## config.mk

```make
export PLATFORM = sky130hd
export DESIGN_NAME = calendar_clock_with_frame_key
export DESIGN_NICKNAME = d
export VERILOG_FILES = /design/src/sv/ccfk_pkg.sv /design/src/sv/calendar_clock_with_frame_key.sv
export SDC_FILE = /design/constraint.sdc
export NUM_CORES = 1
export LEC_CHECK = 0
export BUFFER_PORTS_ARGS = -buffer_cell sky130_fd_sc_hd__buf_2
export CAP_MARGIN = 20
export CORE_MARGIN = 5
export CORE_UTILIZATION = 45
export DETAILED_ROUTE_END_ITERATION = 16
export PLACE_DENSITY_LB_ADDON = 0.05
export SYNTH_ARGS = -nofsm -noshare
export SYNTH_HDL_FRONTEND = slang
export SYNTH_SLANG_ARGS = --single-unit
```

## constraint.sdc

```tcl
create_clock -name i_clk -period 9.7 [get_ports i_clk]
set_input_delay 0.485 -clock i_clk [delete_from_list [all_inputs] [get_ports i_clk]]
set_output_delay 0.485 -clock i_clk [all_outputs]
set_load 0.01 [all_outputs]
```

## src/sv/ccfk_pkg.sv

```systemverilog
`default_nettype none

package ccfk_pkg;

    localparam int unsigned DAYS_PER_YEAR = 366;
    localparam int unsigned MS_PER_SEC    = 1000;
    localparam int unsigned SEC_PER_MIN   = 60;
    localparam int unsigned MIN_PER_HOUR  = 60;
    localparam int unsigned HOUR_PER_DAY  = 24;

    localparam int unsigned YEAR_W  = 16;
    localparam int unsigned DAY_W   = 9;
    localparam int unsigned HOUR_W  = 5;
    localparam int unsigned MIN_W   = 6;
    localparam int unsigned SEC_W   = 6;
    localparam int unsigned MS_W    = 10;
    localparam int unsigned FRAME_W = 16;
    localparam int unsigned DELTA_W = 32;
    localparam int unsigned KEY_W   = 50;

    localparam int unsigned ELAPSED_W = 16;
    localparam int unsigned MODE_W    = 2;
    localparam int unsigned CFG_IDX_W = 3;
    localparam int unsigned CFG_DAT_W = 16;

    // dividend = millisecond count + elapsed, one bit per cycle
    localparam int unsigned DVD_W    = ELAPSED_W + 1;
    localparam int unsigned DIV_CNT_W = 5;
    // quotient never exceeds (999 + 65535) / 1000 = 66
    localparam int unsigned QUO_W    = 7;

    // Horner steps of x*100 + v
    localparam int unsigned KEY_STEPS = 6;

    localparam logic [MODE_W-1:0] MODE_ADVANCE = 2'd0;
    localparam logic [MODE_W-1:0] MODE_DELTA   = 2'd1;
    localparam logic [MODE_W-1:0] MODE_LOAD    = 2'd2;

    localparam logic [CFG_IDX_W-1:0] CFG_START_YEAR   = 3'd0;
    localparam logic [CFG_IDX_W-1:0] CFG_START_DAY    = 3'd1;
    localparam logic [CFG_IDX_W-1:0] CFG_START_HOUR   = 3'd2;
    localparam logic [CFG_IDX_W-1:0] CFG_START_MINUTE = 3'd3;
    localparam logic [CFG_IDX_W-1:0] CFG_START_SECOND = 3'd4;

    typedef enum logic [2:0] {
        S_IDLE,
        S_DIV,
        S_UPD,
        S_KEY,
        S_PUSH
    } t_state;

    // result beat, last field in the lowest bits
    typedef struct packed {
        logic [1:0]         pad;
        logic [DELTA_W-1:0] cur_delta;
        logic [FRAME_W-1:0] cur_frame;
        logic [MS_W-1:0]    cur_millisecond;
        logic [SEC_W-1:0]   cur_second;
        logic [MIN_W-1:0]   cur_minute;
        logic [HOUR_W-1:0]  cur_hour;
        logic [DAY_W-1:0]   cur_day;
        logic [YEAR_W-1:0]  cur_year;
        logic [KEY_W-1:0]   time_key;
    } t_result;

    localparam int unsigned RES_W = $bits(t_result);

endpackage

`default_nettype wire

```

## src/sv/calendar_clock_with_frame_key.sv

```systemverilog
// Channel   | Dir | Handshake                    | Payload
// ----------+-----+------------------------------+-------------------------------------
// s_axis    | in  | s_axis_tvalid/s_axis_tready  | tuser: mode; tdata: elapsed_ms
// m_axis    | out | m_axis_tvalid/m_axis_tready  | tdata: time key and current fields
// cfg       | in  | i_cfg_valid/o_cfg_ready      | i_cfg_index, i_cfg_data
//
// One beat is worked at a time; s_axis_tready is high only in idle. An advance beat runs
// through 17 bit-serial divide steps by 1000, the carry chain, the key (six multiply-by-100
// steps of three adder passes) and the result load. Other modes skip the divider.
// A stuck result lets the next beat be worked out; that one then waits and holds off input.
// Reset (i_rst_n low, synchronous) clears the clock, sets delta to one and
// zeroes the start registers. Configuration is always ready.
`default_nettype none

module calendar_clock_with_frame_key (
    input  wire logic                          i_clk,
    input  wire logic                          i_rst_n,
    // slave side
    input  wire logic                          s_axis_tvalid,
    output logic                               s_axis_tready,
    input  wire logic [ccfk_pkg::ELAPSED_W-1:0] s_axis_tdata,  // [15:0] elapsed_ms
    input  wire logic [ccfk_pkg::MODE_W-1:0]   s_axis_tuser,   // [1:0] mode
    // master side
    output logic                               m_axis_tvalid,
    input  wire logic                          m_axis_tready,
    // [49:0] time_key, [65:50] cur_year, [74:66] cur_day, [79:75] cur_hour,
    // [85:80] cur_minute, [91:86] cur_second, [101:92] cur_millisecond,
    // [117:102] cur_frame, [149:118] cur_delta, [151:150] zero
    output logic [ccfk_pkg::RES_W-1:0]         m_axis_tdata,
    // configuration write
    input  wire logic                          i_cfg_valid,
    output logic                               o_cfg_ready,
    input  wire logic [ccfk_pkg::CFG_IDX_W-1:0] i_cfg_index,
    input  wire logic [ccfk_pkg::CFG_DAT_W-1:0] i_cfg_data
);

    // start registers
    logic [ccfk_pkg::YEAR_W-1:0]  r_start_year;
    logic [ccfk_pkg::DAY_W-1:0]   r_start_day;
    logic [ccfk_pkg::HOUR_W-1:0]  r_start_hour;
    logic [ccfk_pkg::MIN_W-1:0]   r_start_minute;
    logic [ccfk_pkg::SEC_W-1:0]   r_start_second;

    // clock state
    logic [ccfk_pkg::YEAR_W-1:0]  r_year,   n_year;
    logic [ccfk_pkg::DAY_W-1:0]   r_day,    n_day;
    logic [ccfk_pkg::HOUR_W-1:0]  r_hour,   n_hour;
    logic [ccfk_pkg::MIN_W-1:0]   r_minute, n_minute;
    logic [ccfk_pkg::SEC_W-1:0]   r_second, n_second;
    logic [ccfk_pkg::MS_W-1:0]    r_milli,  n_milli;
    logic [ccfk_pkg::FRAME_W-1:0] r_frame,  n_frame;
    logic [ccfk_pkg::DELTA_W-1:0] r_delta,  n_delta;

    // sequencer
    ccfk_pkg::t_state             r_state, n_state;
    logic [ccfk_pkg::MODE_W-1:0]  r_mode;
    logic [ccfk_pkg::DVD_W-1:0]   r_dvd,    n_dvd;     // dividend in, quotient out
    logic [ccfk_pkg::MS_W-1:0]    r_rem,    n_rem;
    logic [ccfk_pkg::DIV_CNT_W-1:0] r_bitcnt;
    logic [ccfk_pkg::KEY_W-1:0]   r_acc,    n_acc;
    logic [ccfk_pkg::KEY_W-1:0]   r_tmp,    n_tmp;
    logic [2:0]                   r_step;
    logic [1:0]                   r_phase;
    ccfk_pkg::t_result            r_out;
    logic                         r_out_valid;

    // control
    logic in_acc;
    logic div_last;
    logic key_last;
    logic push_go;

    assign in_acc   = s_axis_tvalid && s_axis_tready;
    assign div_last = (r_bitcnt == ccfk_pkg::DIV_CNT_W'(ccfk_pkg::DVD_W - 1));
    assign key_last = (r_step == 3'(ccfk_pkg::KEY_STEPS - 1)) && (r_phase == 2'd2);
    assign push_go  = (r_state == ccfk_pkg::S_PUSH) && (!r_out_valid || m_axis_tready);

    assign o_cfg_ready   = 1'b1;
    assign m_axis_tvalid = r_out_valid;
    assign m_axis_tdata  = r_out;

    // next state
    always_comb begin
        n_state = r_state;
        case (r_state)
            ccfk_pkg::S_IDLE: begin
                if (in_acc) begin
                    n_state = (s_axis_tuser == ccfk_pkg::MODE_ADVANCE) ?
                              ccfk_pkg::S_DIV : ccfk_pkg::S_UPD;
                end
            end
            ccfk_pkg::S_DIV:  if (div_last) n_state = ccfk_pkg::S_UPD;
            ccfk_pkg::S_UPD:  n_state = ccfk_pkg::S_KEY;
            ccfk_pkg::S_KEY:  if (key_last) n_state = ccfk_pkg::S_PUSH;
            ccfk_pkg::S_PUSH: if (push_go) n_state = ccfk_pkg::S_IDLE;
            default:          n_state = ccfk_pkg::S_IDLE;
        endcase
    end

    // handshake outputs
    always_comb begin
        s_axis_tready = (r_state == ccfk_pkg::S_IDLE);
    end

    // datapath
    always_comb begin
        logic [ccfk_pkg::MS_W:0]   trial;
        logic                      ge;
        logic [ccfk_pkg::QUO_W-1:0] quo;
        logic [7:0]                sec_sum;
        logic [1:0]                sec_cy;
        logic [6:0]                min_sum;
        logic                      min_cy;
        logic [ccfk_pkg::HOUR_W-1:0] hour_sum;
        logic                      hour_cy;
        logic [ccfk_pkg::DAY_W-1:0]  day_sum;
        logic                      day_cy;
        logic [ccfk_pkg::KEY_W-1:0]  addend;

        n_year   = r_year;
        n_day    = r_day;
        n_hour   = r_hour;
        n_minute = r_minute;
        n_second = r_second;
        n_milli  = r_milli;
        n_frame  = r_frame;
        n_delta  = r_delta;
        n_acc    = r_acc;
        n_tmp    = r_tmp;

        // restoring divide by 1000, one quotient bit a cycle
        trial = {r_rem, r_dvd[ccfk_pkg::DVD_W-1]};
        ge    = (trial >= (ccfk_pkg::MS_W + 1)'(ccfk_pkg::MS_PER_SEC));
        n_rem = ge ? ccfk_pkg::MS_W'(trial - (ccfk_pkg::MS_W + 1)'(ccfk_pkg::MS_PER_SEC))
                   : trial[ccfk_pkg::MS_W-1:0];
        n_dvd = {r_dvd[ccfk_pkg::DVD_W-2:0], ge};

        // carry chain; a zero carry leaves each stage as it is
        quo     = r_dvd[ccfk_pkg::QUO_W-1:0];
        sec_sum = {2'b00, r_second} + {1'b0, quo};
        if (sec_sum >= 8'(2 * ccfk_pkg::SEC_PER_MIN)) begin
            sec_cy = 2'd2;
        end else if (sec_sum >= 8'(ccfk_pkg::SEC_PER_MIN)) begin
            sec_cy = 2'd1;
        end else begin
            sec_cy = 2'd0;
        end
        min_sum  = {1'b0, r_minute} + {5'b0, sec_cy};
        min_cy   = (min_sum >= 7'(ccfk_pkg::MIN_PER_HOUR));
        hour_sum = r_hour + {4'b0, min_cy};
        hour_cy  = (hour_sum >= ccfk_pkg::HOUR_W'(ccfk_pkg::HOUR_PER_DAY));
        day_sum  = r_day + {8'b0, hour_cy};
        day_cy   = (day_sum >= ccfk_pkg::DAY_W'(ccfk_pkg::DAYS_PER_YEAR));

        if (r_state == ccfk_pkg::S_UPD) begin
            case (r_mode)
                ccfk_pkg::MODE_ADVANCE: begin
                    n_delta = ccfk_pkg::DELTA_W'(1);
                    n_milli = r_rem;
                    if (quo == '0) begin
                        if (r_frame != '1) n_frame = r_frame + ccfk_pkg::FRAME_W'(1);
                    end else begin
                        n_frame  = '0;
                        n_second = ccfk_pkg::SEC_W'(sec_sum
                                   - 8'(sec_cy) * 8'(ccfk_pkg::SEC_PER_MIN));
                        n_minute = min_cy ?
                                   ccfk_pkg::MIN_W'(min_sum - 7'(ccfk_pkg::MIN_PER_HOUR)) :
                                   min_sum[ccfk_pkg::MIN_W-1:0];
                        n_hour   = hour_cy ? '0 : hour_sum;
                        n_day    = day_cy ? '0 : day_sum;
                        if (day_cy && r_year != '1) n_year = r_year + ccfk_pkg::YEAR_W'(1);
                    end
                end
                ccfk_pkg::MODE_DELTA: begin
                    if (r_delta != '1) n_delta = r_delta + ccfk_pkg::DELTA_W'(1);
                end
                ccfk_pkg::MODE_LOAD: begin
                    n_year   = r_start_year;
                    n_day    = (r_start_day > ccfk_pkg::DAY_W'(ccfk_pkg::DAYS_PER_YEAR - 1)) ?
                               ccfk_pkg::DAY_W'(ccfk_pkg::DAYS_PER_YEAR - 1) : r_start_day;
                    n_hour   = (r_start_hour > ccfk_pkg::HOUR_W'(ccfk_pkg::HOUR_PER_DAY - 1)) ?
                               ccfk_pkg::HOUR_W'(ccfk_pkg::HOUR_PER_DAY - 1) : r_start_hour;
                    n_minute = (r_start_minute > ccfk_pkg::MIN_W'(ccfk_pkg::MIN_PER_HOUR - 1)) ?
                               ccfk_pkg::MIN_W'(ccfk_pkg::MIN_PER_HOUR - 1) : r_start_minute;
                    n_second = (r_start_second > ccfk_pkg::SEC_W'(ccfk_pkg::SEC_PER_MIN - 1)) ?
                               ccfk_pkg::SEC_W'(ccfk_pkg::SEC_PER_MIN - 1) : r_start_second;
                    n_milli  = '0;
                    n_frame  = '0;
                    n_delta  = ccfk_pkg::DELTA_W'(1);
                end
                default: ;  // unused mode: clock holds
            endcase
            n_acc = ccfk_pkg::KEY_W'(n_day);
        end

        // key: acc = acc*100 + v as acc*3, then (acc*3)*32 + acc*4, then + v
        case (r_step)
            3'd0:    addend = ccfk_pkg::KEY_W'(r_hour);
            3'd1:    addend = ccfk_pkg::KEY_W'(r_minute);
            3'd2:    addend = ccfk_pkg::KEY_W'(r_second);
            3'd3:    addend = ccfk_pkg::KEY_W'(r_frame);
            3'd5:    addend = ccfk_pkg::KEY_W'(r_delta);
            default: addend = '0;   // second half of the *10000
        endcase
        if (r_state == ccfk_pkg::S_KEY) begin
            case (r_phase)
                2'd0:    n_tmp = r_acc + (r_acc << 1);
                2'd1:    n_tmp = (r_tmp << 5) + (r_acc << 2);
                default: n_acc = r_tmp + addend;
            endcase
        end
    end

    always_ff @(posedge i_clk) begin
        if (!i_rst_n) begin
            r_state        <= ccfk_pkg::S_IDLE;
            r_out_valid    <= 1'b0;
            r_start_year   <= '0;
            r_start_day    <= '0;
            r_start_hour   <= '0;
            r_start_minute <= '0;
            r_start_second <= '0;
            r_year         <= '0;
            r_day          <= '0;
            r_hour         <= '0;
            r_minute       <= '0;
            r_second       <= '0;
            r_milli        <= '0;
            r_frame        <= '0;
            r_delta        <= ccfk_pkg::DELTA_W'(1);
            r_bitcnt       <= '0;
            r_step         <= '0;
            r_phase        <= '0;
        end else begin
            r_state  <= n_state;
            r_year   <= n_year;
            r_day    <= n_day;
            r_hour   <= n_hour;
            r_minute <= n_minute;
            r_second <= n_second;
            r_milli  <= n_milli;
            r_frame  <= n_frame;
            r_delta  <= n_delta;

            if (i_cfg_valid) begin
                case (i_cfg_index)
                    ccfk_pkg::CFG_START_YEAR:   r_start_year   <= i_cfg_data;
                    ccfk_pkg::CFG_START_DAY:    r_start_day    <= i_cfg_data[ccfk_pkg::DAY_W-1:0];
                    ccfk_pkg::CFG_START_HOUR:   r_start_hour   <= i_cfg_data[ccfk_pkg::HOUR_W-1:0];
                    ccfk_pkg::CFG_START_MINUTE: r_start_minute <= i_cfg_data[ccfk_pkg::MIN_W-1:0];
                    ccfk_pkg::CFG_START_SECOND: r_start_second <= i_cfg_data[ccfk_pkg::SEC_W-1:0];
                    default: ;
                endcase
            end

            if (r_state == ccfk_pkg::S_DIV) begin
                r_bitcnt <= r_bitcnt + ccfk_pkg::DIV_CNT_W'(1);
            end else begin
                r_bitcnt <= '0;
            end

            if (r_state == ccfk_pkg::S_KEY) begin
                if (r_phase == 2'd2) begin
                    r_phase <= '0;
                    r_step  <= r_step + 3'd1;
                end else begin
                    r_phase <= r_phase + 2'd1;
                end
            end else begin
                r_phase <= '0;
                r_step  <= '0;
            end

            if (push_go) begin
                r_out_valid <= 1'b1;
            end else if (m_axis_tready) begin
                r_out_valid <= 1'b0;
            end
        end
    end

    // payload, no reset
    always_ff @(posedge i_clk) begin
        if (in_acc) begin
            r_mode <= s_axis_tuser;
            r_dvd  <= ccfk_pkg::DVD_W'(r_milli) + ccfk_pkg::DVD_W'(s_axis_tdata);
            r_rem  <= '0;
        end else if (r_state == ccfk_pkg::S_DIV) begin
            r_dvd  <= n_dvd;
            r_rem  <= n_rem;
        end
        r_acc <= n_acc;
        r_tmp <= n_tmp;
        if (push_go) begin
            r_out.pad             <= '0;
            r_out.time_key        <= r_acc;
            r_out.cur_year        <= r_year;
            r_out.cur_day         <= r_day;
            r_out.cur_hour        <= r_hour;
            r_out.cur_minute      <= r_minute;
            r_out.cur_second      <= r_second;
            r_out.cur_millisecond <= r_milli;
            r_out.cur_frame       <= r_frame;
            r_out.cur_delta       <= r_delta;
        end
    end

endmodule

`default_nettype wire

```

# ---- Word-level counts from Yosys, hierarchy flattened
# Cells that the tools add are included.
dict set report totals {
  mem_count 0
  inputBits 42
  rom_bits 0
  ff_bits 435
  output_inout_bits 155
  word_cells 167
  latchBits 0
  mem_bits_rw 0
}
dict set report op_classes {
  magnitude_cmp 10
  addsub 17
  n_eq_ne 28
  n_shift 0
  div 0
  reduce_logical 35
  n_mux 42
  multipliers 1
  bitwise 2
}
# op count
set ops {}
lappend ops {{$pmux W32 S5} 1}
lappend ops {{$add A50 B50 Y50} 3}
lappend ops {{$mux W50} 3}
lappend ops {{$pmux W50 S2} 1}
lappend ops {{$mux W16} 4}
lappend ops {{$pmux W16 S2} 2}
lappend ops {{$pmux W32 S2} 1}
lappend ops {{$mux W17} 2}
lappend ops {{$add A16 B1 Y16 const B} 2}
lappend ops {{$add A32 B1 Y32 const B} 1}
lappend ops {{$mux W32} 1}
lappend ops {{$ne A16 B16 Y1 const B} 2}
lappend ops {{$ne A32 B32 Y1 const B} 1}
lappend ops {{$mux W6} 5}
lappend ops {{$mux W9} 3}
lappend ops {{$pmux W6 S2} 2}
lappend ops {{$pmux W10 S2} 1}
lappend ops {{$eq A3 B2 Y1 const B} 6}
lappend ops {{$pmux W9 S2} 1}
lappend ops {{$reduce_and A2 Y1} 9}
lappend ops {{$add A10 B16 Y17} 1}
lappend ops {{$mux W5} 3}
lappend ops {{$pmux W3 S5} 1}
lappend ops {{$gt A6 B6 Y1 const B} 2}
lappend ops {{other kinds (44)} 77}

# ---- Longest topological paths before layout
dict set report depth {
  ltp_word 16
  mapped_depth 44
  mapped_depth_nobuf 43
}

# ---- Worst setup path after synthesis
# No wires, ideal clock.
dict set report synth_timing {
  path_type {register -> register}
  startpoint {register r_state[2]}
  endpoint {register r_out, in the netlist m_axis_tdata[0], enable pin}
  path_buffers 1
  stages_incl_launch_ff 4
  required_ps 9020
  setup_time_ps 680
  path_slack_ps 1567
  synth_period_minus_slack_ps 8133
  t_arrival_ps 7454
  path_cell_list {dfxtp_1 > clkbuf_1 > nor3b_1 > nor2b_1}
}
dict set report synth_between {
  elab_chain_len 2
}
# item line
set synth_rtl {}
lappend synth_rtl {{from (decl)} calendar_clock_with_frame_key.sv:55} ;# ccfk_pkg::t_state r_state, n_state;
lappend synth_rtl {{from (signal assigned)} calendar_clock_with_frame_key.sv:216} ;# r_state <= ccfk_pkg::S_IDLE;
lappend synth_rtl {{from (signal assigned)} calendar_clock_with_frame_key.sv:235} ;# r_state <= n_state;
lappend synth_rtl {{$eq A3 B3 Y1} calendar_clock_with_frame_key.sv:76} ;# assign push_go = (r_state == ccfk_pkg::S_PUSH) && (!r_out_valid || m_axis_tready);
lappend synth_rtl {{$logic_and A1 B1 Y1} calendar_clock_with_frame_key.sv:76}
lappend synth_rtl {{named net push_go} calendar_clock_with_frame_key.sv:71} ;# logic push_go;
lappend synth_rtl {{to (decl)} calendar_clock_with_frame_key.sv:64} ;# ccfk_pkg::t_result r_out;
# The timed path passes the listed nets, and every way through them passes these cells.
# A chain may end at the register's enable or synchronous reset.

# ---- Worst setup path after layout
dict set report layout_timing {
  startpoint {register r_dvd[1] (netlist bit)}
  endpoint {register r_acc[5] (netlist bit)}
}
dict set report layout_between {
  elab_chain_len 16
  word_cells_on_any_way 18
  cone_classes {add/sub: 4; order compare: 5; mux: 8; reduce/logical: 1}
}
# item line
set layout_rtl {}
lappend layout_rtl {{from (decl)} calendar_clock_with_frame_key.sv:57} ;# logic [ccfk_pkg::DVD_W-1:0] r_dvd, n_dvd;
lappend layout_rtl {{from (signal assigned)} calendar_clock_with_frame_key.sv:286} ;# r_dvd <= ccfk_pkg::DVD_W'(r_milli) + ccfk_pkg::DVD_W'(s_axis_tdata);
lappend layout_rtl {{from (signal assigned)} calendar_clock_with_frame_key.sv:289} ;# r_dvd <= n_dvd;
lappend layout_rtl {{$add A6 B7 Y8} calendar_clock_with_frame_key.sv:140} ;# sec_sum = {2'b00, r_second} + {1'b0, quo};
lappend layout_rtl {{$ge A8 B6 Y1} calendar_clock_with_frame_key.sv:143} ;# end else if (sec_sum >= 8'(ccfk_pkg::SEC_PER_MIN)) begin
lappend layout_rtl {{$mux W1} calendar_clock_with_frame_key.sv:143}
lappend layout_rtl {{$mux W2} calendar_clock_with_frame_key.sv:141} ;# if (sec_sum >= 8'(2 * ccfk_pkg::SEC_PER_MIN)) begin
lappend layout_rtl {{$add A6 B2 Y7} calendar_clock_with_frame_key.sv:148} ;# min_sum = {1'b0, r_minute} + {5'b0, sec_cy};
lappend layout_rtl {{$ge A7 B6 Y1} calendar_clock_with_frame_key.sv:149} ;# min_cy = (min_sum >= 7'(ccfk_pkg::MIN_PER_HOUR));
lappend layout_rtl {{$add A5 B1 Y5} calendar_clock_with_frame_key.sv:150} ;# hour_sum = r_hour + {4'b0, min_cy};
lappend layout_rtl {{$ge A5 B5 Y1} calendar_clock_with_frame_key.sv:151} ;# hour_cy = (hour_sum >= ccfk_pkg::HOUR_W'(ccfk_pkg::HOUR_PER_DAY));
lappend layout_rtl {{$add A9 B1 Y9} calendar_clock_with_frame_key.sv:152} ;# day_sum = r_day + {8'b0, hour_cy};
lappend layout_rtl {{$ge A9 B9 Y1} calendar_clock_with_frame_key.sv:153} ;# day_cy = (day_sum >= ccfk_pkg::DAY_W'(ccfk_pkg::DAYS_PER_YEAR));
lappend layout_rtl {{$mux W9} calendar_clock_with_frame_key.sv:170} ;# n_day = day_cy ? '0 : day_sum;
lappend layout_rtl {{$mux W9 *} calendar_clock_with_frame_key.sv:160} ;# if (quo == '0) begin
lappend layout_rtl {{$pmux W9 S2 *} calendar_clock_with_frame_key.sv:156} ;# case (r_mode)
lappend layout_rtl {{$mux W50 *} calendar_clock_with_frame_key.sv:155} ;# if (r_state == ccfk_pkg::S_UPD) begin
lappend layout_rtl {{$mux W50} calendar_clock_with_frame_key.sv:206} ;# case (r_phase)
lappend layout_rtl {{$mux W50 *} calendar_clock_with_frame_key.sv:205} ;# if (r_state == ccfk_pkg::S_KEY) begin
lappend layout_rtl {{named net n_acc (one bit)} calendar_clock_with_frame_key.sv:60} ;# logic [ccfk_pkg::KEY_W-1:0] r_acc, n_acc;
lappend layout_rtl {{to (signal assigned)} calendar_clock_with_frame_key.sv:292} ;# r_acc <= n_acc;
lappend layout_rtl {{to (decl)} calendar_clock_with_frame_key.sv:60}
# Mark *: on every way through the listed nets, which the timed path passes. The rest lies on a longest branch.

==> implementation parameters <==
Parameter                              Value

Run status
  Run status    finished, final reports clean

Clock network
  Clk pin slew, worst setup/hold paths    0.06 ns
  TritonCTS clock tree    done
  Hold buffer count at CTS    0
  Clock insertion delay at the later pin of the skew report    0.61 ns
  Cell at the root of the clock tree    sky130_fd_sc_hd__clkbuf_16
  Inserted Clock Buffers    49
  Maximum root-to-sink buffer count    3
  H-tree Lvls    2
  Setup Buffers After CTS    0
  Num Clock Sinks    435
  Post_cts resized    0

Setup path
  Slowest Stage Delay on Critical Path    0.53 ns
  Register-to-Register Setup Slack    1.0 ns
  Crit. End Element    register
  Setup Crit Path Kind    register to register
  Crit start category    register
  Worst R2R End    r_acc[5]
  Cell occurring most often along the worst timing path    sky130_fd_sc_hd__ha_1
  Critical-path cell with the highest stage delay    sky130_fd_sc_hd__nor2b_1
  Critical-path maximum fanout    7
  Register-to-Register Path Depth    40
  Startpoint of the worst-slack reg-to-reg timing path    r_dvd[1]
  Critical Path RT    10.20 ns
  Data arrival time of the worst path    9.20 ns

Detailed routing
  Residual antenna-violating net count after detailed routing    0
  Pre-Repair DR Iteration Count    5
  Mean number of vias per cell    5.68
  Number of design rule violations left after detail routing    0
  Detailed router's first-iteration violation count    1392
  Final wirelength    71000 µm
  Routed via count    20600
  WL per Instance    19.6 µm

Logic synthesis
  Fraction of synthesized cell area taken by the top area cell type    26.3%
  Most used flip-flop cell after synthesis    sky130_fd_sc_hd__edfxtp_1
  FFs w/ async S/R, synth    0%
  Most area-hungry cell type in the Yosys netlist    sky130_fd_sc_hd__edfxtp_1
  Cells after synthesis    2689
  Number of enable flip-flop cells after synthesis    219
  Area of the mapped netlist    0.0250 mm²
  Flop and latch count out of synthesis    435
  Top cells by area in the synthesized netlist    sky130_fd_sc_hd__edfxtp_1 26%, sky130_fd_sc_hd__dfxtp_1 17%, sky130_fd_sc_hd__ha_1 8.2%, sky130_fd_sc_hd__o21ai_0 4.8%, sky130_fd_sc_hd__nand2_1 4.3%
  Seq/Total Area, Yosys    43.6%
  Count of distinct cell types in the synthesized netlist    76
  Mean area per synthesized cell    9.30 µm²
  Warning count from the yosys run    0

STA
  Total setup violations reported at the end of the flow    0
  Time the worst path needs with I/O delays and setup    8.70 ns
  Setup skew after layout    0.0235 ns
  Worst slew margin relative to its limit    32.2%
  Final setup slack of the worst path    0.998 ns
  Fin crit share    89.7%
  FMAX    115 MHz
  Number of max-slew violations in the final report    0
  RSZ-0062 raised after global routing    no
  Post-route setup TNS    0 ns
  Worst slew pin tran    1.01 ns
  Final Hold Violating Endpoints    0

Floorplan
  Horizontal extent of the die    246 µm
  Number of standard-cell rows in the floorplan    86
  Overall die area    0.0604 mm²
  Initial Utilization    45.4%
  Num ports    197
  Core region area    0.0551 mm²
  Die H    246 µm

Pwr
  Leakage    11.5 nW
  Peak ir drop on the vdd network    0.125 mV
  Power density over the cells    165 mW/mm²

Finish
  Diode count    0
  Fraction of final layout cells with drive strength greater than 1    11.3%
  Post-layout net count    3057
  Multi-input gate area    0.0134 mm²
  Utilization after layout    51.3%
  Reg area    0.0109 mm²
  Filler Cells Inserted    5265
  Layout overhead on the synthesized area    13.0%

Job
  Max-cap violations    0

Worst hold path
  Hold/Removal Path Class    input pin to register
  Number of cells on the worst hold path    1
  Hold-critical path endpoint    r_mode[0]
  Startpoint of the lowest-slack hold path    s_axis_tuser[0]

GRT
  Vias in the first global route    20100
  First-pass GRT wire length    112000 µm
  Pin count of the biggest net entering global routing    99
  Total routing usage reported by global routing    22.9%
  Antenna violations before repair    0
  Gr ovfl total    0

Placement
  Minimum setup slack after placement    0.798 ns
  Last weighted congestion value of the routability-driven placer    0.882
  Detailed placement HPWL    52400 µm
  Count of input and output buffers    193
layout make-up:
| type | count | area share, % |
|---|---|---|
| multi-input combinational | 2067 | 47.5 |
| sequential | 435 | 38.6 |
| clock buffer | 68 | 4.86 |
| timing repair buffer | 216 | 4.05 |
| tap | 748 | 3.31 |
| inverter | 75 | 0.997 |
| clock inverter | 23 | 0.713 |
synthesized netlist by cell type (11+ instances only):
cell / count
sky130_fd_sc_hd__xor2_1: 87
sky130_fd_sc_hd__nor2_1: 211
sky130_fd_sc_hd__nand2_1: 289
sky130_fd_sc_hd__a21boi_0: 43
sky130_fd_sc_hd__o211ai_1: 26
sky130_fd_sc_hd__ha_1: 164
sky130_fd_sc_hd__nor2b_1: 53
sky130_fd_sc_hd__nand3_1: 87
sky130_fd_sc_hd__a211oi_1: 18
sky130_fd_sc_hd__nand4_1: 31
sky130_fd_sc_hd__o21a_1: 17
sky130_fd_sc_hd__a22oi_1: 37
sky130_fd_sc_hd__a21o_1: 86
sky130_fd_sc_hd__clkbuf_1: 103
sky130_fd_sc_hd__o21ai_0: 238
sky130_fd_sc_hd__a21oi_1: 174
sky130_fd_sc_hd__xnor2_1: 100
sky130_fd_sc_hd__dfxtp_1: 216
sky130_fd_sc_hd__nand2b_1: 20
sky130_fd_sc_hd__inv_1: 72
sky130_fd_sc_hd__and2_1: 53
sky130_fd_sc_hd__a31oi_1: 23
sky130_fd_sc_hd__and3_1: 42
sky130_fd_sc_hd__mux2i_1: 26
sky130_fd_sc_hd__o31ai_1: 17
sky130_fd_sc_hd__or3_1: 11
sky130_fd_sc_hd__nor3_1: 35
sky130_fd_sc_hd__o21bai_1: 22
sky130_fd_sc_hd__edfxtp_1: 219
layout by cell type, fill, tap and decap left out, types with 8 or more instances in the layout:
cell | synthesis | final
sky130_fd_sc_hd__a211oi_1 | 18 | 18
sky130_fd_sc_hd__a21boi_0 | 43 | 43
sky130_fd_sc_hd__a21o_1 | 86 | 86
sky130_fd_sc_hd__a21oi_1 | 174 | 173
sky130_fd_sc_hd__a22o_1 | 9 | 9
sky130_fd_sc_hd__a22oi_1 | 37 | 37
sky130_fd_sc_hd__a31oi_1 | 23 | 23
sky130_fd_sc_hd__and2_1 | 53 | 53
sky130_fd_sc_hd__and3_1 | 42 | 41
sky130_fd_sc_hd__buf_2 | 2 | 194
sky130_fd_sc_hd__buf_4 | 3 | 21
sky130_fd_sc_hd__clkbuf_1 | 103 | 12
sky130_fd_sc_hd__clkbuf_16 | 0 | 50
sky130_fd_sc_hd__clkinv_2 | 0 | 11
sky130_fd_sc_hd__dfxtp_1 | 216 | 216
sky130_fd_sc_hd__edfxtp_1 | 219 | 219
sky130_fd_sc_hd__ha_1 | 164 | 163
sky130_fd_sc_hd__inv_1 | 72 | 72
sky130_fd_sc_hd__mux2i_1 | 26 | 26
sky130_fd_sc_hd__nand2_1 | 289 | 289
sky130_fd_sc_hd__nand2b_1 | 20 | 20
sky130_fd_sc_hd__nand3_1 | 87 | 87
sky130_fd_sc_hd__nand4_1 | 31 | 31
sky130_fd_sc_hd__nor2_1 | 211 | 209
sky130_fd_sc_hd__nor2b_1 | 53 | 52
sky130_fd_sc_hd__nor3_1 | 35 | 34
sky130_fd_sc_hd__nor3b_1 | 10 | 10
sky130_fd_sc_hd__nor4_1 | 8 | 8
sky130_fd_sc_hd__o211a_1 | 8 | 8
sky130_fd_sc_hd__o211ai_1 | 26 | 26
sky130_fd_sc_hd__o21a_1 | 17 | 17
sky130_fd_sc_hd__o21ai_0 | 238 | 237
sky130_fd_sc_hd__o21bai_1 | 22 | 22
sky130_fd_sc_hd__o221a_2 | 10 | 10
sky130_fd_sc_hd__o31ai_1 | 17 | 17
sky130_fd_sc_hd__or3_1 | 11 | 11
sky130_fd_sc_hd__xnor2_1 | 100 | 100
sky130_fd_sc_hd__xor2_1 | 87 | 87
critical path: cells and delay by family, from the launching register on:
family	cells	cell delay, ns
AOI/OAI and AO/OA	17	3.40
and+or+nand+nor	10	1.86
DFF	1	0.42
buffers and inverters	3	0.32
xor gates and xnor gates	2	0.37
adders and majority gates	7	2.04
muxes	1	0.17
sequential cells by signal (all words and copies together) (netlist names):
register	cells
r_year	16
r_start_minute	6
r_milli	10
r_start_hour	5
r_day	9
r_rem	10
r_mode	2
m_axis_tdata	150
r_start_year	16
r_acc	50
r_dvd	17
r_minute	6
r_start_day	9
r_step	3
r_hour	5
r_second	6
r_frame	16
r_phase	2
r_bitcnt	5
r_delta	32
r_tmp	50
r_state	3
m_axis_tvalid	1
r_start_second	6
cells by family (layout without fill, tap and decap cells):
kind of cell,count (synthesis),in the layout,share of synthesized area [%]
AO/OA/AOI/OAI,795,795,20.2
XOR/XNOR,187,187,6.55
adder cells (fa/ha/maj),171,171,8.77
buffers and inverters,188,382,2.88
flip-flops,435,435,43.6
multiplexers,30,30,1.22
other,2,3,0.0300
AND/OR/NAND/NOR,881,881,16.7
through the flow:
stage / cell area [µm²] / hold WS (ns) / total power, W / std cells
detailed placement: 26700 / 0.456 / 0.00286 / 3539
CTS: 28200 / 0.0533 / 0.00472 / 3630
finish: 28300 / 0.0942 / 0.00466 / 3632
floorplan: 25000 / 0.406 / 0.00264 / 2690
global route: 28300 / 0.0637 / 0.00488 / 3632
global placement: 26700 / 0.441 / 0.00286 / 3539
power breakdown:
group / internal, W / switching, W
combinational: 0.000291 / 0.000436
clock: 0.00105 / 0.000785
sequential: 0.00202 / 0.0000862
per-layer routing:
metal,vias up,routed length [µm],track usage [%]
li1,10100,-,-
met2,522,35100,40.1
met5,-,0,0
met4,0,1820,6.37
met3,113,3440,3.20
met1,9893,30700,29.7
worst max-delay path by stage:
stage | startpoint | end | slack [ns]
after floorplan | r_state[2] | m_axis_tdata[0] | 1.57
after global placement | r_dvd[1] | r_year[1] | 1.23
after detailed placement | r_dvd[1] | r_year[1] | 0.80
after CTS | r_dvd[1] | r_year[1] | 0.76
after global routing | r_dvd[1] | r_acc[5] | 0.18
final | r_dvd[1] | r_acc[5] | 1.0
Power figures use the tool's default switching activity.
